<file path="config.mk">
export PLATFORM = sky130hd
export DESIGN_NAME = unix_time_to_calendar
export DESIGN_NICKNAME = d
export VERILOG_FILES = /design/src/rtl/uttc_pkg.sv /design/src/rtl/uttc_day_split.sv /design/src/rtl/uttc_calendar.sv /design/src/rtl/unix_time_to_calendar.sv
export SDC_FILE = /design/constraint.sdc
export NUM_CORES = 2
export LEC_CHECK = 0
export ABC_AREA = 1
export BUFFER_PORTS_ARGS = -buffer_cell sky130_fd_sc_hd__buf_2
export CORE_ASPECT_RATIO = 1.1
export CORE_MARGIN = 4
export CORE_UTILIZATION = 58
export DETAILED_ROUTE_END_ITERATION = 7
export PLACE_DENSITY = 0.78
export SLEW_MARGIN = 40
export SYNTH_ARGS = -nofsm -noshare
export SYNTH_HDL_FRONTEND = slang
export SYNTH_SLANG_ARGS = --single-unit
</file>
<file path="constraint.sdc">
create_clock -name clk -period 6 [get_ports clk]
set_clock_uncertainty 0.2 [all_clocks]
set_input_delay 0.3 -clock clk [delete_from_list [all_inputs] [get_ports clk]]
set_output_delay 0.3 -clock clk [all_outputs]
set_load 0.05 [all_outputs]
</file>
<file path="src/rtl/uttc_pkg.sv">
// Shared types, constants and calendar helper functions for the Unix time to calendar block.
// Depends on nothing; every other file in rtl takes names from this package by scope.
package uttc_pkg;

    // Epochs and offsets.
    localparam logic [31:0]        UNIX_2030   = 32'd1893456000;
    // Rebase from 2030 to 2001 plus one whole 400-year block (146097 days), so the
    // shifted second count never goes negative.
    localparam logic signed [35:0] SHIFT_SECS  = 36'sd13537929600;
    localparam logic signed [35:0] SECS_HOUR_S = 36'sd3600;
    localparam logic [1:0]         DST_ACTIVE  = 2'b01;

    // Time and calendar block lengths.
    localparam logic [34:0] SECS_DAY   = 35'd86400;
    localparam logic [16:0] SECS_HOUR  = 17'd3600;
    localparam logic [11:0] SECS_MIN   = 12'd60;
    localparam logic [17:0] DAYS_400Y  = 18'd146097;
    localparam logic [17:0] DAYS_100Y  = 18'd36524;
    localparam logic [15:0] DAYS_4Y    = 16'd1461;
    localparam logic [10:0] DAYS_1Y    = 11'd365;
    localparam logic [17:0] DAYS_WEEK  = 18'd7;
    localparam logic [11:0] YEAR_LATE  = 12'd2001;
    localparam logic [11:0] YEAR_EARLY = 12'd1601;
    localparam logic [11:0] YEARS_100  = 12'd100;
    localparam logic [11:0] YEARS_4    = 12'd4;
    localparam logic [4:0]  LEAP_CYCLE = 5'd24;

    // Reciprocal multipliers; each is exact over the operand range it sees.
    localparam logic [27:0] DIV675_MAGIC  = 28'd203613265;
    localparam int          DIV675_SHIFT  = 37;
    localparam logic [18:0] DIV7_MAGIC    = 19'd299594;
    localparam int          DIV7_SHIFT    = 21;
    localparam logic [17:0] DIV3600_MAGIC = 18'd149131;
    localparam int          DIV3600_SHIFT = 29;
    localparam logic [15:0] DIV1461_MAGIC = 16'd45934;
    localparam int          DIV1461_SHIFT = 26;
    localparam logic [12:0] DIV60_MAGIC   = 13'd4370;
    localparam int          DIV60_SHIFT   = 18;

    // Configuration register indexes.
    typedef enum logic [1:0] {
        REG_ZONE_HOURS = 2'd0,
        REG_DST_MODE   = 2'd1
    } cfg_reg_t;

    // Working record of one transaction as it moves down the pipeline.
    typedef struct packed {
        logic [33:0] tp;       // shifted, zone-adjusted seconds
        logic [17:0] days;     // shifted day count
        logic        kp;       // set when in the later 400-year block
        logic [16:0] secs;     // second of day
        logic [17:0] rem0;     // day within 400-year block
        logic [14:0] dq;       // week count of the day
        logic [2:0]  dow;      // weekday, 0 is Monday
        logic [4:0]  hour;
        logic [1:0]  j;        // century within block
        logic [15:0] rem1;
        logic [11:0] r1;       // second of hour
        logic [4:0]  i;        // four-year group within century
        logic [5:0]  minute;
        logic [10:0] rem2;
        logic [5:0]  second;
        logic [1:0]  h;        // year within four-year group
        logic [8:0]  rem3;     // day of year, from 0
        logic        leap;
        logic [11:0] year;
        logic [17:0] db;       // shifted day count of January 1
        logic [3:0]  mon_idx;  // month, from 0
        logic [8:0]  mstart;   // day of year of the month's first day
        logic [14:0] yq;       // week count of January 1
        logic [4:0]  zone;
        logic [1:0]  dst;
    } item_t;

    // Day of year (from 0) of the first day of a month (from 0).
    function automatic logic [8:0] month_first(input logic [3:0] idx, input logic leap);
        logic [8:0] first;
        logic [8:0] bump;
        bump = {8'd0, leap};
        case (idx)
            4'd0:    first = 9'd0;
            4'd1:    first = 9'd31;
            4'd2:    first = 9'd59 + bump;
            4'd3:    first = 9'd90 + bump;
            4'd4:    first = 9'd120 + bump;
            4'd5:    first = 9'd151 + bump;
            4'd6:    first = 9'd181 + bump;
            4'd7:    first = 9'd212 + bump;
            4'd8:    first = 9'd243 + bump;
            4'd9:    first = 9'd273 + bump;
            4'd10:   first = 9'd304 + bump;
            4'd11:   first = 9'd334 + bump;
            default: first = 9'd0;
        endcase
        return first;
    endfunction

    // Month (from 0) that holds a given day of year (from 0).
    function automatic logic [3:0] month_index(input logic [8:0] doy, input logic leap);
        logic [3:0] idx;
        idx = 4'd0;
        for (int m = 1; m < 12; m++)
        begin
            if (doy >= month_first(4'(m), leap))
            begin
                idx = 4'(m);
            end
        end
        return idx;
    endfunction

endpackage

</file>
<file path="src/rtl/uttc_day_split.sv">
// First three pipeline stages: rebase and zone shift, split into days, then second of day,
// day within the 400-year block and week count. Depends on uttc_pkg.
module uttc_day_split
(
    input  logic                 clk,
    input  logic                 rst_n,
    input  logic                 in_valid,
    input  logic [31:0]          unix_seconds,
    input  logic [4:0]           zone,
    input  logic [1:0]           dst,
    output logic                 out_valid,
    output uttc_pkg::item_t      out_item
);

    uttc_pkg::item_t s1_reg, s1_next;
    uttc_pkg::item_t s2_reg, s2_next;
    uttc_pkg::item_t s3_reg, s3_next;
    logic [2:0]      valid_reg, valid_next;

    logic [31:0]        rebased;
    logic [5:0]         zoff;
    logic signed [35:0] t_ext;
    logic signed [35:0] zoff_ext;
    logic signed [35:0] tp_full;
    logic [54:0]        prod675;
    logic [34:0]        day_secs;
    logic [36:0]        prod7;

    // Stage 1: rebase to 2001, add the zone and the daylight saving hour.
    always_comb
    begin
        rebased  = unix_seconds - uttc_pkg::UNIX_2030;
        t_ext    = 36'(signed'(rebased));
        zoff     = {zone[4], zone} + {5'd0, (dst == uttc_pkg::DST_ACTIVE)};
        zoff_ext = 36'(signed'(zoff));
        tp_full  = t_ext + uttc_pkg::SHIFT_SECS + zoff_ext * uttc_pkg::SECS_HOUR_S;
        s1_next      = '0;
        s1_next.tp   = tp_full[33:0];
        s1_next.zone = zone;
        s1_next.dst  = dst;
    end

    // Stage 2: day count; 86400 is 128 times 675, so shift and then multiply.
    always_comb
    begin
        prod675      = 55'(s1_reg.tp[33:7]) * 55'(uttc_pkg::DIV675_MAGIC);
        s2_next      = s1_reg;
        s2_next.days = prod675[uttc_pkg::DIV675_SHIFT +: 18];
    end

    // Stage 3: second of day, day within the block and week count.
    always_comb
    begin
        day_secs     = 35'(s2_reg.days) * uttc_pkg::SECS_DAY;
        prod7        = 37'(s2_reg.days) * 37'(uttc_pkg::DIV7_MAGIC);
        s3_next      = s2_reg;
        s3_next.secs = 17'(35'(s2_reg.tp) - day_secs);
        s3_next.kp   = (s2_reg.days >= uttc_pkg::DAYS_400Y);
        s3_next.rem0 = s3_next.kp ? (s2_reg.days - uttc_pkg::DAYS_400Y) : s2_reg.days;
        s3_next.dq   = prod7[uttc_pkg::DIV7_SHIFT +: 15];
    end

    // Payload registers.
    always_ff @(posedge clk)
    begin
        s1_reg <= s1_next;
        s2_reg <= s2_next;
        s3_reg <= s3_next;
    end

    // Valid bits move with the data.
    assign valid_next = {valid_reg[1:0], in_valid};

    always_ff @(posedge clk or negedge rst_n)
    begin
        if (!rst_n)
        begin
            valid_reg <= '0;
        end
        else
        begin
            valid_reg <= valid_next;
        end
    end

    assign out_valid = valid_reg[2];
    assign out_item  = s3_reg;

endmodule

</file>
<file path="src/rtl/uttc_calendar.sv">
// Pipeline stages four to nine: hour, minute and second, the century, four-year and
// year split, month lookup and week count of January 1. Depends on uttc_pkg.
module uttc_calendar
(
    input  logic                 clk,
    input  logic                 rst_n,
    input  logic                 in_valid,
    input  uttc_pkg::item_t      in_item,
    output logic                 out_valid,
    output uttc_pkg::item_t      out_item
);

    uttc_pkg::item_t s4_reg, s4_next;
    uttc_pkg::item_t s5_reg, s5_next;
    uttc_pkg::item_t s6_reg, s6_next;
    uttc_pkg::item_t s7_reg, s7_next;
    uttc_pkg::item_t s8_reg, s8_next;
    uttc_pkg::item_t s9_reg, s9_next;
    logic [5:0]      valid_reg, valid_next;

    logic [34:0] prod3600;
    logic [31:0] prod1461;
    logic [24:0] prod60;
    logic [36:0] prod7;
    logic [11:0] year_base;

    // Stage 4: hour, century within the block, weekday.
    always_comb
    begin
        prod3600     = 35'(in_item.secs) * 35'(uttc_pkg::DIV3600_MAGIC);
        s4_next      = in_item;
        s4_next.hour = prod3600[uttc_pkg::DIV3600_SHIFT +: 5];
        // The last day of a 400-year block stays in the fourth century.
        if (in_item.rem0 >= 18'(3 * 36524))
        begin
            s4_next.j = 2'd3;
        end
        else if (in_item.rem0 >= 18'(2 * 36524))
        begin
            s4_next.j = 2'd2;
        end
        else if (in_item.rem0 >= uttc_pkg::DAYS_100Y)
        begin
            s4_next.j = 2'd1;
        end
        else
        begin
            s4_next.j = 2'd0;
        end
        s4_next.rem1 = 16'(in_item.rem0 - 18'(s4_next.j) * uttc_pkg::DAYS_100Y);
        s4_next.dow  = 3'(in_item.days - 18'(in_item.dq) * uttc_pkg::DAYS_WEEK);
    end

    // Stage 5: second of hour and four-year group.
    always_comb
    begin
        prod1461   = 32'(s4_reg.rem1) * 32'(uttc_pkg::DIV1461_MAGIC);
        s5_next    = s4_reg;
        s5_next.r1 = 12'(s4_reg.secs - 17'(s4_reg.hour) * uttc_pkg::SECS_HOUR);
        s5_next.i  = prod1461[uttc_pkg::DIV1461_SHIFT +: 5];
    end

    // Stage 6: minute and day within the four-year group.
    always_comb
    begin
        prod60         = 25'(s5_reg.r1) * 25'(uttc_pkg::DIV60_MAGIC);
        s6_next        = s5_reg;
        s6_next.minute = prod60[uttc_pkg::DIV60_SHIFT +: 6];
        s6_next.rem2   = 11'(s5_reg.rem1 - 16'(s5_reg.i) * uttc_pkg::DAYS_4Y);
    end

    // Stage 7: second, year within the group, leap flag and year number.
    always_comb
    begin
        s7_next        = s6_reg;
        s7_next.second = 6'(s6_reg.r1 - 12'(s6_reg.minute) * uttc_pkg::SECS_MIN);
        // December 31 of a leap year stays in the fourth year.
        if (s6_reg.rem2 >= 11'(3 * 365))
        begin
            s7_next.h = 2'd3;
        end
        else if (s6_reg.rem2 >= 11'(2 * 365))
        begin
            s7_next.h = 2'd2;
        end
        else if (s6_reg.rem2 >= uttc_pkg::DAYS_1Y)
        begin
            s7_next.h = 2'd1;
        end
        else
        begin
            s7_next.h = 2'd0;
        end
        s7_next.rem3 = 9'(s6_reg.rem2 - 11'(s7_next.h) * uttc_pkg::DAYS_1Y);
        // Fourth year of a group is leap unless it closes a century other than the fourth.
        s7_next.leap = (s7_next.h == 2'd3)
                       && ((s6_reg.i != uttc_pkg::LEAP_CYCLE) || (s6_reg.j == 2'd3));
        year_base    = s6_reg.kp ? uttc_pkg::YEAR_LATE : uttc_pkg::YEAR_EARLY;
        s7_next.year = year_base + 12'(s6_reg.j) * uttc_pkg::YEARS_100
                       + 12'(s6_reg.i) * uttc_pkg::YEARS_4 + 12'(s7_next.h);
    end

    // Stage 8: month lookup and day count of January 1.
    always_comb
    begin
        s8_next         = s7_reg;
        s8_next.db      = s7_reg.days - 18'(s7_reg.rem3);
        s8_next.mon_idx = uttc_pkg::month_index(s7_reg.rem3, s7_reg.leap);
        s8_next.mstart  = uttc_pkg::month_first(s8_next.mon_idx, s7_reg.leap);
    end

    // Stage 9: week count of January 1.
    always_comb
    begin
        prod7      = 37'(s8_reg.db) * 37'(uttc_pkg::DIV7_MAGIC);
        s9_next    = s8_reg;
        s9_next.yq = prod7[uttc_pkg::DIV7_SHIFT +: 15];
    end

    // Payload registers.
    always_ff @(posedge clk)
    begin
        s4_reg <= s4_next;
        s5_reg <= s5_next;
        s6_reg <= s6_next;
        s7_reg <= s7_next;
        s8_reg <= s8_next;
        s9_reg <= s9_next;
    end

    // Valid bits move with the data.
    assign valid_next = {valid_reg[4:0], in_valid};

    always_ff @(posedge clk or negedge rst_n)
    begin
        if (!rst_n)
        begin
            valid_reg <= '0;
        end
        else
        begin
            valid_reg <= valid_next;
        end
    end

    assign out_valid = valid_reg[5];
    assign out_item  = s9_reg;

endmodule

</file>
<file path="src/rtl/unix_time_to_calendar.sv">
// Top level of the Unix time to calendar converter: configuration registers, the two
// pipeline sections and the result register. Depends on uttc_pkg, uttc_day_split, uttc_calendar.
//
// Usage:
//   Input: drive unix_seconds and raise start for one cycle per transaction. busy is
//   always low, so a transaction is taken at every rising edge with start high, one per
//   cycle with no gaps needed.
//   Configuration: cfg_we with cfg_index (0 zone_hours, 1 dst_mode) and cfg_wdata writes
//   a register at the edge; other indexes are ignored. Each transaction samples the
//   registers when it is taken, and the values used come back on zone_echo and dst_echo.
//   Output: done is high for one cycle with the date and time fields of one transaction.
//   Pipeline: a transaction passes through ten register stages, set by the reciprocal
//   multiply chain (rebase and zone shift, days, week count, hour and weekday, four-year
//   group, minute, year split, month, week of January 1, final assembly).
//   Throughput: one transaction per clock cycle, sustained.
//   Reset: rst_n low clears all valid bits, sets zone_hours to 0 and dst_mode to -1.
//   Transactions in flight at reset are dropped. The receiver cannot stall, so results
//   are never held back.
module unix_time_to_calendar
(
    input  logic               clk,
    input  logic               rst_n,
    input  logic               start,
    output logic               busy,
    input  logic [31:0]        unix_seconds,
    input  logic               cfg_we,
    input  logic [1:0]         cfg_index,
    input  logic [4:0]         cfg_wdata,
    output logic               done,
    output logic [11:0]        year,
    output logic [3:0]         month,
    output logic [4:0]         day,
    output logic [4:0]         hour,
    output logic [5:0]         minute,
    output logic [5:0]         second_of_minute,
    output logic [8:0]         day_of_year,
    output logic [2:0]         day_of_week,
    output logic [5:0]         week_of_year,
    output logic signed [4:0]  zone_echo,
    output logic signed [1:0]  dst_echo
);

    logic [4:0]      zone_hours_reg;
    logic [1:0]      dst_mode_reg;
    logic            split_valid;
    uttc_pkg::item_t split_item;
    logic            cal_valid;
    uttc_pkg::item_t cal_item;

    logic        done_reg, done_next;
    logic [11:0] year_reg, year_next;
    logic [3:0]  month_reg, month_next;
    logic [4:0]  day_reg, day_next;
    logic [4:0]  hour_reg, hour_next;
    logic [5:0]  minute_reg, minute_next;
    logic [5:0]  second_reg, second_next;
    logic [8:0]  doy_reg, doy_next;
    logic [2:0]  dow_reg, dow_next;
    logic [5:0]  week_reg, week_next;
    logic [4:0]  zone_reg, zone_next;
    logic [1:0]  dst_reg, dst_next;

    // The pipeline takes a transaction every cycle.
    assign busy = 1'b0;

    // Configuration registers.
    always_ff @(posedge clk or negedge rst_n)
    begin
        if (!rst_n)
        begin
            zone_hours_reg <= 5'd0;
            dst_mode_reg   <= 2'b11;
        end
        else if (cfg_we)
        begin
            case (cfg_index)
                uttc_pkg::REG_ZONE_HOURS: zone_hours_reg <= cfg_wdata;
                uttc_pkg::REG_DST_MODE:   dst_mode_reg   <= cfg_wdata[1:0];
                default:                  ;
            endcase
        end
    end

    uttc_day_split u_day_split
    (
        .clk          (clk),
        .rst_n        (rst_n),
        .in_valid     (start),
        .unix_seconds (unix_seconds),
        .zone         (zone_hours_reg),
        .dst          (dst_mode_reg),
        .out_valid    (split_valid),
        .out_item     (split_item)
    );

    uttc_calendar u_calendar
    (
        .clk       (clk),
        .rst_n     (rst_n),
        .in_valid  (split_valid),
        .in_item   (split_item),
        .out_valid (cal_valid),
        .out_item  (cal_item)
    );

    // Final stage: turn zero-based counts into the one-based result fields; hour, minute and second stay zero-based.
    always_comb
    begin
        done_next   = cal_valid;
        year_next   = cal_item.year;
        month_next  = cal_item.mon_idx + 4'd1;
        day_next    = 5'(cal_item.rem3 - cal_item.mstart + 9'd1);
        hour_next   = cal_item.hour;
        minute_next = cal_item.minute;
        second_next = cal_item.second;
        doy_next    = cal_item.rem3 + 9'd1;
        dow_next    = cal_item.dow + 3'd1;
        week_next   = 6'(cal_item.dq - cal_item.yq + 15'd1);
        zone_next   = cal_item.zone;
        dst_next    = cal_item.dst;
    end

    always_ff @(posedge clk or negedge rst_n)
    begin
        if (!rst_n)
        begin
            done_reg <= 1'b0;
        end
        else
        begin
            done_reg <= done_next;
        end
    end

    always_ff @(posedge clk)
    begin
        year_reg   <= year_next;
        month_reg  <= month_next;
        day_reg    <= day_next;
        hour_reg   <= hour_next;
        minute_reg <= minute_next;
        second_reg <= second_next;
        doy_reg    <= doy_next;
        dow_reg    <= dow_next;
        week_reg   <= week_next;
        zone_reg   <= zone_next;
        dst_reg    <= dst_next;
    end

    assign done             = done_reg;
    assign year             = year_reg;
    assign month            = month_reg;
    assign day              = day_reg;
    assign hour             = hour_reg;
    assign minute           = minute_reg;
    assign second_of_minute = second_reg;
    assign day_of_year      = doy_reg;
    assign day_of_week      = dow_reg;
    assign week_of_year     = week_reg;
    assign zone_echo        = signed'(zone_reg);
    assign dst_echo         = signed'(dst_reg);

`ifndef SYNTHESIS
    // Every transaction taken produces a result.
    a_start_gives_done: assert property (@(posedge clk) disable iff (!rst_n)
        start |-> ##10 done)
        else $error("transaction taken but no result after ten cycles");

    // No result without a matching transaction taken.
    a_done_has_start: assert property (@(posedge clk) disable iff (!rst_n)
        done |-> $past(start, 10))
        else $error("result without a matching transaction");

    // Reciprocal divisions must land every time field in range.
    a_time_range: assert property (@(posedge clk) disable iff (!rst_n)
        done |-> (hour <= 5'd23) && (minute <= 6'd59) && (second_of_minute <= 6'd59))
        else $error("time of day out of range");

    // Calendar split must land month, day, day of year and weekday in range.
    a_date_range: assert property (@(posedge clk) disable iff (!rst_n)
        done |-> (month >= 4'd1) && (month <= 4'd12) && (day >= 5'd1)
                 && (day_of_year >= 9'd1) && (day_of_year <= 9'd366)
                 && (day_of_week >= 3'd1) && (day_of_week <= 3'd7))
        else $error("date field out of range");
`endif

endmodule

</file>
**Yosys cells after proc, flatten, opt, wreduce, memory -nomap -nowiden**

Cells that the tools add are included.

- Register bits: 672
- Output and inout bits: 65
- Word-level logic and storage cells: 205

- $add $sub $neg: 33
- Order comparisons: 18
- Reductions and logical operators: 5
- Equality and inequality tests: 16
- Mux-type cells: 20
- Multiply operators: 15

Operator list:

| operator | count |
|---|---|
| $ge 9x9->1 | 7 |
| $mul 27x28->55 const B | 1 |
| $pmux 5 s11 | 1 |
| $add 8x1->9 const A | 4 |
| $ge 18x17->1 const B | 2 |
| $mul 18x18->35 const B | 1 |
| $add 32x33->34 const B | 1 |
| $add 34x34->34 | 1 |
| $mul 17x18->34 const B | 1 |
| $sub 32x31->32 const B | 1 |
| $mul 16x15->30 const B | 1 |
| $add 9x1->9 const A | 3 |
| $mul 18x18->26 const B | 1 |
| $mul 12x12->23 const B | 1 |
| $ge 18x16->1 const B | 1 |
| $ge 18x18->1 const B | 1 |
| $ge 9x8->1 | 2 |
| $mul 18x10->10 const B | 1 |
| $mux 18 | 1 |
| $sub 18x18->18 const B | 1 |
| $sub 18x9->18 | 1 |
| $sub 17x17->17 | 1 |
| $add 7x1->8 const A | 2 |
| $eq 4x3->1 const B | 4 |
| 45 further kinds | 66 |

**Depth between registers and ports, before layout**

- Word-level depth: 14
- Gate-level depth with buffers: 35

**Modules after synthesis**

Synthesis repeated with hierarchy kept, for this count alone.

- Cell total of the unflattened synthesis: 7031
- Area, all modules: 71033.1 sq um

By module, submodules not included:

| module | cells each | instances | seq. area each (sq um) | area each (sq um) |
|---|---|---|---|---|
| uttc_calendar | 3535 | 1 | 22131.2 | 41883.9 |
| uttc_day_split | 3267 | 1 | 4139.0 | 26774.4 |
| unix_time_to_calendar | 229 | 1 | 1463.9 | 2374.8 |

**Worst setup path before layout**

No wires, ideal clock.

- Kind: register to register
- Start: reg dst_mode_reg[0]
- End: reg u_day_split.s1_reg[242] (netlist bit)
- Stages on the path, launching flop included: 31
- Slack: -0.482 ns
- Arrival time: 6.159 ns
- Clock period less this slack: 6.482 ns
- Cell sequence: dfstp_2 inv_1 nor2_1 ha_1 ha_1 nand3_1 xor2_1 fa_1 fa_1 inv_1 fa_1 ha_1 ha_1 nand3_1 nand2_1 a21oi_1 o21ai_2 nand2_1 o21ai_4 inv_1 ha_1 inv_1 ha_1 nand2_1 nor4_1 nand4_1 nand3_1 nand3_1 nand2_1 a21oi_1 xor2_1

- Word-level cells in the longest chain between the ends: 4

RTL lines:

| item | RTL line | source |
|---|---|---|
| start: declaration | unix_time_to_calendar.sv:44 | `logic [1:0] dst_mode_reg;` |
| start signal: assignment | unix_time_to_calendar.sv:78 | `uttc_pkg::REG_DST_MODE: dst_mode_reg <= cfg_wdata[1:0];` |
| $eq 2x1->1 | uttc_day_split.sv:34 | `zoff = {zone[4], zone} + {5'd0, (dst == uttc_pkg::DST_ACTIVE)};` |
| $add 5x2->6 | uttc_day_split.sv:34 |  |
| $mul 6x9->15 | uttc_day_split.sv:36 | `tp_full = t_ext + uttc_pkg::SHIFT_SECS + zoff_ext * uttc_pkg::SECS_HOUR_S;` |
| $add 34x34->34 | uttc_day_split.sv:36 |  |
| named net u_day_split.tp_full[30] | uttc_day_split.sv:24 | `logic signed [35:0] tp_full;` |
| end signal: assignment | uttc_day_split.sv:66 | `s1_reg <= s1_next;` |
| end: declaration | uttc_day_split.sv:15 | `uttc_pkg::item_t s1_reg, s1_next;` |

The timed path passes the listed nets, and every way through them passes these cells.
A chain may end at the register's enable or synchronous reset.

**Final worst setup path**

Ends and elaborated chain as after synthesis.

==> impl_results.md <==
- Placed cells: 6486
- Post-route DRC: 0
- Sink Count: between 600 and 700
- Fillers: 6675
- Std cell rows: 113
- Fin. max-slew vios: 0
- Dpl hpwl: 90300 µm
- First-pass GRT wire length: 181000 µm
- Outcome: finished with violations
- Share of cells above drive strength 1: 0.0917
- Fin nets: 7066
- Max Cap Violations: 0
- Required time of the critical path: 6300 ps
- R2r endpoint: u_day_split.s1_reg[242]$_DFF_P_
- EDFF count, synth: 0
- Number of global-route vias before repair: 37400
- Final Critical Period: a little over 6000 ps
- Synthesis-stage register bit count: 663
- Post-route worst setup slack: -72.0 ps
- Core area: ~0.087 mm²
- Antenna Nets Post-Route: 0
- Die footprint: a little over 0.09 mm²
- Initial DRC Count: roughly 1600
- Port Buffers: about 110
- Layout Area Growth over Synthesis: 12.0%
- Mapped Cells: 5130
- Total GRT Usage: 0.239
- Worst Setup Start Kind: flop
- Initial core utilization: 0.586
- Maximum clock path buffer count: 3
- CTS tree: yes
- Final cycle utilization of the critical path: 1.01
- Flip-flop count of the largest register, all copies and words added: 81
- Slew margin rel.: 0.546
- Footprint of the multi-input gates: around 0.033 mm²
- Warnings, synthesis: 0
- Most used DFF post-synth: dfxtp_1
- Initial antenna violation count: 0
- CTS Buf Count: 71
- CP delay by family, top: adder cells
- Worst Path Buf+Inv: 5
- Hold violation count in the final report: 0
- Vias post-DR: 34200
- Worst-skew pair later-pin latency: a little over 600 ps
- Failing checks: setup timing
- Die Width: between 200 and 300 µm
- Biggest cell delay along the critical path: 550 ps
- Length in cells of the worst reg-to-reg path: 31
- Yosys cell types: 68
- Reg2reg setup slack: -70 ps
- Detailed-route wire length: 108000 µm
- Layout Cells excl Fill: between 6000 and 7000
- CP max FO: 7
- TritonRoute pass-1 iters: 7
- Gr ovfl total: 0
- WHS Path Cells: 0
- Slew @ Worst Pin: 678 ps
- Worst Hold Path EP: u_calendar.s4_reg[203]$_DFF_P_
- Syn nets: roughly 6800
- Setup-failing EPs final: 7
- Hold_sp: u_day_split.out_item[203]$_DFF_P_
- Top achievable clock speed: 165 MHz
- Register area share after synthesis: 0.263
- Root buffer cell: clkbuf_16
- Register area: 0.0134 mm²
- CP endpoint kind: flop
- Largest net degree at the start of global routing: 16
- CP Class: reg2reg
- Hold/Removal Path Class: reg2reg
- Crit path top cell by count: ha_4
- RSZ-0062 raised after global routing: true
- Crit-path slowest cell: dfstp_2
- R2r startpoint: dst_mode_reg[0]$_DFFE_PN1P_
- Die Span Y: 318 µm
- CP arrival: approximately 6400 ps
- Routed WL per cell: 16.3 µm
- Global placer's final weighted congestion: 0.992
- Hold Slack: between 100 and 150 ps
- Mapped Area: 0.0507 mm²
- H-tree levels: 3
- DR vias/cell: 5.15
- Dpl ws: -241 ps
- Post-synth ARST share: 0.0256
- Clock-pin slew on the worst setup and hold paths: 60 ps
- Post-synthesis area per instance: a little under 10 µm²
- IO Pins: around 110
## per-layer routing
metal  global-route usage  wire (µm)  vias up
met5                    0          0        -
met4               0.0970       4740        0
met3               0.0319       4170      267
met2                0.439      55300      723
met1                0.282      44000    16400
li1                     -          -    16900
## stage by stage
stage               utilization  area, µm²  setup TNS (ps)
CTS                       0.654      56600            -380
detailed placement        0.620      53700           -1340
floorplan                     -      50900               0
finish                    0.657      56800            -287
global placement          0.620      53700            -146
global route              0.657      56800           -5090
## worst max path at each step
stage	start	to	slack, ps	cells after the start
after floorplan	dst_mode_reg[0]$_DFFE_PN1P_	u_day_split.s1_reg[242]$_DFF_P_	6	30
after global placement	dst_mode_reg[0]$_DFFE_PN1P_	u_day_split.s1_reg[241]$_DFF_P_	-60	32
after detailed placement	dst_mode_reg[0]$_DFFE_PN1P_	u_day_split.s1_reg[244]$_DFF_P_	-240	29
after CTS	dst_mode_reg[0]$_DFFE_PN1P_	u_day_split.s1_reg[242]$_DFF_P_	-80	31
after global routing	dst_mode_reg[0]$_DFFE_PN1P_	u_day_split.s1_reg[242]$_DFF_P_	-370	31
final	dst_mode_reg[0]$_DFFE_PN1P_	u_day_split.s1_reg[242]$_DFF_P_	-70	31
## cells in the mapped netlist (6+ instances only)
master | count | share of area
a211oi_1 | 7 | 0.0010
a21o_1 | 18 | 0.0027
a21oi_1 | 267 | 0.026
a21oi_2 | 7 | 0.0012
a31oi_1 | 11 | 0.0014
dfrtp_1 | 15 | 0.0074
dfxtp_1 | 646 | 0.25
fa_1 | 514 | 0.20
ha_1 | 1068 | 0.26
inv_1 | 1187 | 0.088
inv_2 | 13 | 0.00096
nand2_1 | 446 | 0.033
nand2_2 | 10 | 0.0012
nand3_1 | 102 | 0.010
nand3b_1 | 7 | 0.0010
nand4_1 | 45 | 0.0055
nor2_1 | 211 | 0.016
nor3_1 | 39 | 0.0038
nor4_1 | 12 | 0.0015
o211ai_1 | 9 | 0.0013
o21a_1 | 12 | 0.0018
o21ai_0 | 118 | 0.012
o21ai_2 | 6 | 0.0010
o21bai_1 | 15 | 0.0022
o31ai_1 | 7 | 0.0010
xnor2_1 | 87 | 0.015
xor2_1 | 168 | 0.029
## cells by family (layout without fill, tap and decap cells)
kind of cell | Yosys count | in the layout | synth area share
adder cells (fa/ha/maj) | 1582 | 1582 | 0.466
buffers and inverters | 1204 | 1572 | 0.0895
AND/OR/NAND/NOR | 903 | 903 | 0.0770
flip-flops | 663 | 663 | 0.263
AO/OA/AOI/OAI | 518 | 518 | 0.0591
XOR/XNOR | 255 | 255 | 0.0440
multiplexers | 4 | 4 | 0.000888
other | 1 | 2 | 0.0000739
## placed cells by master, fill, tap and decap left out, types with 20 or more instances in the layout
| master | Yosys | routed |
|---|---|---|
| fa_1 | 514 | 514 |
| o21ai_0 | 118 | 112 |
| clkbuf_16 | 0 | 71 |
| xnor2_1 | 87 | 86 |
| a21oi_2 | 7 | 22 |
| buf_2 | 1 | 106 |
| nand2_2 | 10 | 20 |
| dlygate4sd3_1 | 0 | 24 |
| dfxtp_1 | 646 | 641 |
| nor2_1 | 211 | 208 |
| xor2_1 | 168 | 165 |
| nor3_1 | 39 | 36 |
| nand2_1 | 446 | 428 |
| nand3_1 | 102 | 95 |
| nand4_1 | 45 | 45 |
| buf_4 | 1 | 106 |
| inv_1 | 1187 | 1181 |
| ha_1 | 1068 | 1050 |
| a21oi_1 | 267 | 250 |
## timing repair
| action | CTS | global route |
|---|---|---|
| endpoints found under the setup margin | 14 | 30 |
| pin swaps | 16 | 20 |
| endpoints found under the hold margin | 32 | 0 |
| setup buffers | 5 | 3 |
| hold buffers | 24 | 0 |
| gates cloned | 1 | 0 |
| gates resized for setup | 38 | 51 |
## final cells by class
| class | count | area share |
|---|---|---|
| sequential | 663 | 0.235 |
| multi-input combinational | 3263 | 0.588 |
| clock inverter | 38 | 0.00848 |
| clock buffer | 92 | 0.0346 |
| tap | 1150 | 0.0253 |
| antenna | 1 | 0.0000440 |
| inverter | 1200 | 0.0794 |
| timing repair buffer | 242 | 0.0292 |
Power is left out: the tool's default activity adds up to more than one toggle a clock period on the data nets, which glitch-free logic cannot reach.
